## src/rtl/mpsq_pkg.sv

```systemverilog
// Package for the masked pending signal queue.
// Holds the record type, result kinds, sequencer states and sizing constants.
// Used by mpsq_cell and masked_pending_signal_queue_top.
package mpsq_pkg;

  localparam int unsigned QUEUE_SLOTS = 32;
  // One ring slot is always kept free, so the chain holds one record less.
  localparam int unsigned NUM_CELLS   = QUEUE_SLOTS - 1;
  localparam int unsigned CNT_W       = $clog2(QUEUE_SLOTS);

  typedef struct packed {
    logic        [6:0]  signo;
    logic signed [31:0] code;
    logic signed [31:0] pid;
    logic signed [31:0] uid;
    logic signed [31:0] status;
    logic        [63:0] address;
    logic signed [63:0] payload;
  } rec_t;

  typedef struct packed {
    logic shift;
    logic load;
  } cell_ctrl_t;

  typedef enum logic [2:0] {
    KIND_DELIVER  = 3'd0,
    KIND_RERAISE  = 3'd1,
    KIND_NONE     = 3'd2,
    KIND_CAPTURED = 3'd3,
    KIND_DROPPED  = 3'd4
  } kind_e;

  typedef enum logic [1:0] {
    ST_IDLE,
    ST_SCAN
  } state_e;

  localparam logic OP_CAPTURE = 1'b0;
  localparam logic OP_POLL    = 1'b1;

  // Mask bit of a signal number: (signo - 1) modulo 64.
  function automatic logic [5:0] sig_bit(input logic [6:0] signo);
    return signo[5:0] - 6'd1;
  endfunction

endpackage

```

## src/rtl/mpsq_cell.sv

```systemverilog
// One cell of the record chain: holds a single queued record.
// Each cycle it keeps its record, takes its neighbor's, or loads a new one.
// Depends on mpsq_pkg.
module mpsq_cell
  import mpsq_pkg::*;
(
  input  logic       clk_i,
  input  cell_ctrl_t ctrl_i,
  input  rec_t       nbr_i,
  input  rec_t       new_i,
  output rec_t       rec_o
);

  rec_t rec_q;

  // A load wins over a shift: the tail cell of a rotation takes the head record.
  always_ff @(posedge clk_i) begin
    if (ctrl_i.load) begin
      rec_q <= new_i;
    end else if (ctrl_i.shift) begin
      rec_q <= nbr_i;
    end
  end

  assign rec_o = rec_q;

endmodule

```

## config.mk

```make
export PLATFORM = sky130hd
export DESIGN_NAME = mpsq_cell
export DESIGN_NICKNAME = d
export VERILOG_FILES = /design/src/rtl/mpsq_pkg.sv /design/src/rtl/mpsq_cell.sv
export SDC_FILE = /design/constraint.sdc
export NUM_CORES = 1
export LEC_CHECK = 0
export ABC_AREA = 1
export BUFFER_PORTS_ARGS = -buffer_cell sky130_fd_sc_hd__buf_2
export CAP_MARGIN = 10
export CORE_AREA = 2 2 312 314
export DETAILED_ROUTE_END_ITERATION = 8
export DIE_AREA = 0 0 314 316
export GPL_TIMING_DRIVEN = 0
export HOLD_SLACK_MARGIN = 0.1
export PLACE_DENSITY = 0.33
export SETUP_SLACK_MARGIN = 0.02
export SLEW_MARGIN = 20
export SYNTH_ARGS = -nofsm -noshare
export SYNTH_HDL_FRONTEND = slang
export SYNTH_SLANG_ARGS = --single-unit
```

## constraint.sdc

```tcl
create_clock -name clk_i -period 4.6 [get_ports clk_i]
set_clock_uncertainty 0.2 [all_clocks]
set_input_delay 0.69 -clock clk_i [delete_from_list [all_inputs] [get_ports clk_i]]
set_output_delay 0.69 -clock clk_i [all_outputs]
set_load 0.01 [all_outputs]
```

======== Word-level counts from Yosys, hierarchy flattened ========
Cells that the tools add are included.
storage, ports and cells
  bits of input ports ..................... 529
  output and inout bits ................... 263
  bits in registers ....................... 263
  logic and storage cells ................. 10
operators by class
  muxes and demuxes ....................... 2
  reduce and logical (&&, ||, !) cells .... 1
operator list
  operator             number
  two-way mux 263 bit  2
  nonzero test 2 bit   1

======== Depth between registers and ports, before layout ========
  depth in word-level cells ............... 2
  gate-level depth with buffers ........... 6
  mapped depth without buffers ............ 3

======== Worst setup path after synthesis ========
No wires, ideal clock.
  path kind ............................... input port to flip-flop
  start ................................... input ctrl_i[0] (netlist name)
  end ..................................... register rec_q (netlist bit rec_o[0]) (enable)
  arrival ................................. 4.036 ns
  stages on the path ...................... 2
  path buffers ............................ 1
  required time ........................... 3.885 ns
  library setup time ...................... 0.515 ns
  setup slack ............................. -0.152 ns
  cell sequence ........................... buf_2 -> or2_2
on the way
  longest elaborated chain between the ends .. 1
ends and longest elaborated chain
  what                                 line             source
  from (decl)                          mpsq_cell.sv:8   input cell_ctrl_t ctrl_i,
  nonzero test 2 bit (no source line)  -
  to (signal assigned)                 mpsq_cell.sv:19  rec_q <= new_i;
  to (signal assigned)                 mpsq_cell.sv:21  rec_q <= nbr_i;
  to (decl)                            mpsq_cell.sv:14  rec_t rec_q;
No other way between the ends.
A chain may end at the register's enable or synchronous reset.

======== Worst setup path after layout ========
  start ................................... input ctrl_i[0] (netlist name)
  end ..................................... register rec_q (netlist bit rec_o[114]) (enable)
The elaborated chain is that of the path after synthesis.

==> metrics.cfg <==
[floorplanning]
io_pins = 792
die_area_um2 = 99200
coreArea_um2 = 96000
die_w_um = 314
die_h_um = 316
row_count = 114
start_util = 0.116

[status]
status = finished clean

[timing]
tightest_slew_ns = 0.697
finalCritPeriodShare = 0.590
max_slew_margin = 0.535
fin_crit_ns = 2.71
max_freq_mhz = 369
finalSetupViolCount = 0
rsz0062_at_grt = false
hold_viol = 0
slew_violations = 0

[synthesis]
synth.net_count = 1641
avgSynthCellArea_um2 = 10.0
synth_cells = 1112
ys_ff_latch = 263
yosysWarningCount = 0
yosysUniqueCellTypes = 8
syn-cell-area_um2 = 11200
yosysSeqAreaShare = 0.708

[routing]
vias_per_cell = 3.34
vias = 10862
wl_met3_um = 5030
drt_wl_total_um = 53500
m1WireLength_um = 19900
antenna_left = 0
highest_layer = met5
first_iter_violations = 459
wl_met2_um = 26500
drt-pass1-iter-count = 5
drc = 0
wl_per_cell_um = 16.5

[clock_tree]
cts-root-buf = clkbuf_16
cts_resized = 0
cts_htree_levels = 2
cts_buffers = 36
cts_setup_buffers = 0
hold_buffers = 0
clk_pin_slew_worst_paths_ns = 0.06
cts.sink_count = 263
cts_tree = done
clock_path_buffers = 3

[worst_setup_path]
cp_top_family = buffers and inverters
cp_slowest_cell = or2_4
startpoint_type = primary input
cp_num_buf_inv = 5
worstPathMaxFanout = 48
crit_required_ns = 4.64
critPathKind = in -> reg
cp_cell_sequence = buf_2 -> buf_2 -> or2_4 -> buf_16 -> buf_16 -> buf_12
end_kind = register
cpPeakStageDelay_ns = 0.48
worstPathArrival_ns = 2.75

[place]
placed_cells = 3185
dpl.hpwl_um = 43600
gp_congestion = 0.905
placed_cell_area_um2 = 16900
port_buffers = 791

[layout]
largest_register_ffs = 263
layout-drive-gt1-share = 0.455
fin_area_um2 = 17900
num-nets-final = 2476
final_cells = 3250
area_growth_pct = 60.5

[pwr]
power_density_nw_per_um2 = 372
ir_drop_v = 0.000180
p_total_w = 0.00666
power_leakage_nw = 8.96

[global_route]
grt_max_degree = 50
antenna_found_initial = 10
grt_pass1_wl_um = 74000
grt_overflow = 0
grt_usage = 0.102
grt_pass1_vias = 11450

[min_path]
min_path_type = in -> reg

[job]
cap_violations = 0

==> tightest hold or removal path, stage by stage <==
cell and delay [ns]:
buf_2 0.07, nand2_1 0.04, nand2_1 0.04
==> cells by family (layout without fill, tap and decap cells) <==
kind of cell / after synthesis / in the layout / synth area share
simple gates: 790 / 790 / 0.266
flops: 263 / 263 / 0.708
buf+inv: 59 / 918 / 0.0259
other cells: 0 / 3 / 0
==> stage by stage <==
step                setup slack, ns  setup TNS [ns]   util  hold slack (ns)
floorplan                      1.18               0      -            0.669
global placement             -0.630         -143.03  0.174            0.755
detailed placement             1.22               0  0.176            0.757
CTS                            1.84               0  0.186            0.125
global route                   1.74               0  0.187            0.144
finish                         1.89               0  0.187            0.191
==> final timing paths <==
check                 depth (start not counted)         end      start  slack [ns]
worst min-delay path                          3   rec_o[70]  nbr_i[70]        0.19
worst max-delay path                          6  rec_o[114]  ctrl_i[0]        1.89
==> metal layers <==
layer | GRT usage | vias to the layer above
met3 | 0.0389 | 94
met1 | 0.110 | 4960
met5 | 0 | -
met4 | 0.0431 | 8
met2 | 0.178 | 547
li1 | - | 5253
==> report_power, final <==
group          internal, W  switching [W]
registers          0.00295      0.0000638
clock network      0.00148        0.00110
logic             0.000433       0.000639
total              0.00485        0.00180
==> layout make-up <==
class | instances | area, µm²
Clock inverter | 14 | 76.3
Clock buffer | 48 | 967
Multi-Input combinational cell | 790 | 2970
Timing Repair Buffer | 797 | 4100
Inverter | 1 | 3.75
Buffer | 58 | 285
Tap cell | 1276 | 1600
Sequential cell | 263 | 7900
Antenna cell | 3 | 7.51
Fill cell | 10840 | 78100
==> cell usage after synthesis <==
library cell | instances | area, µm²
or2_2 | 1 | 6.26
buf_2 | 51 | 255
clkbuf_1 | 4 | 15.0
buf_1 | 2 | 7.51
inv_2 | 1 | 3.75
buf_4 | 1 | 7.51
nand2_1 | 789 | 2960
edfxtp_1 | 263 | 7900
==> placed cells by master (no fill, tap or decap) <==
cell / synthesis / layout
inv_6: 0 / 3
or2_4: 0 / 1
edfxtp_1: 263 / 263
buf_12: 0 / 3
buf_1: 2 / 2
clkinv_2: 0 / 4
buf_2: 51 / 842
buf_16: 0 / 3
buf_4: 1 / 1
diode_2: 0 / 3
clkinv_1: 0 / 6
nand2_1: 789 / 789
clkbuf_1: 4 / 15
clkinvlp_4: 0 / 1
clkbuf_16: 0 / 37
inv_2: 1 / 1
Power figures use the tool's default switching activity.
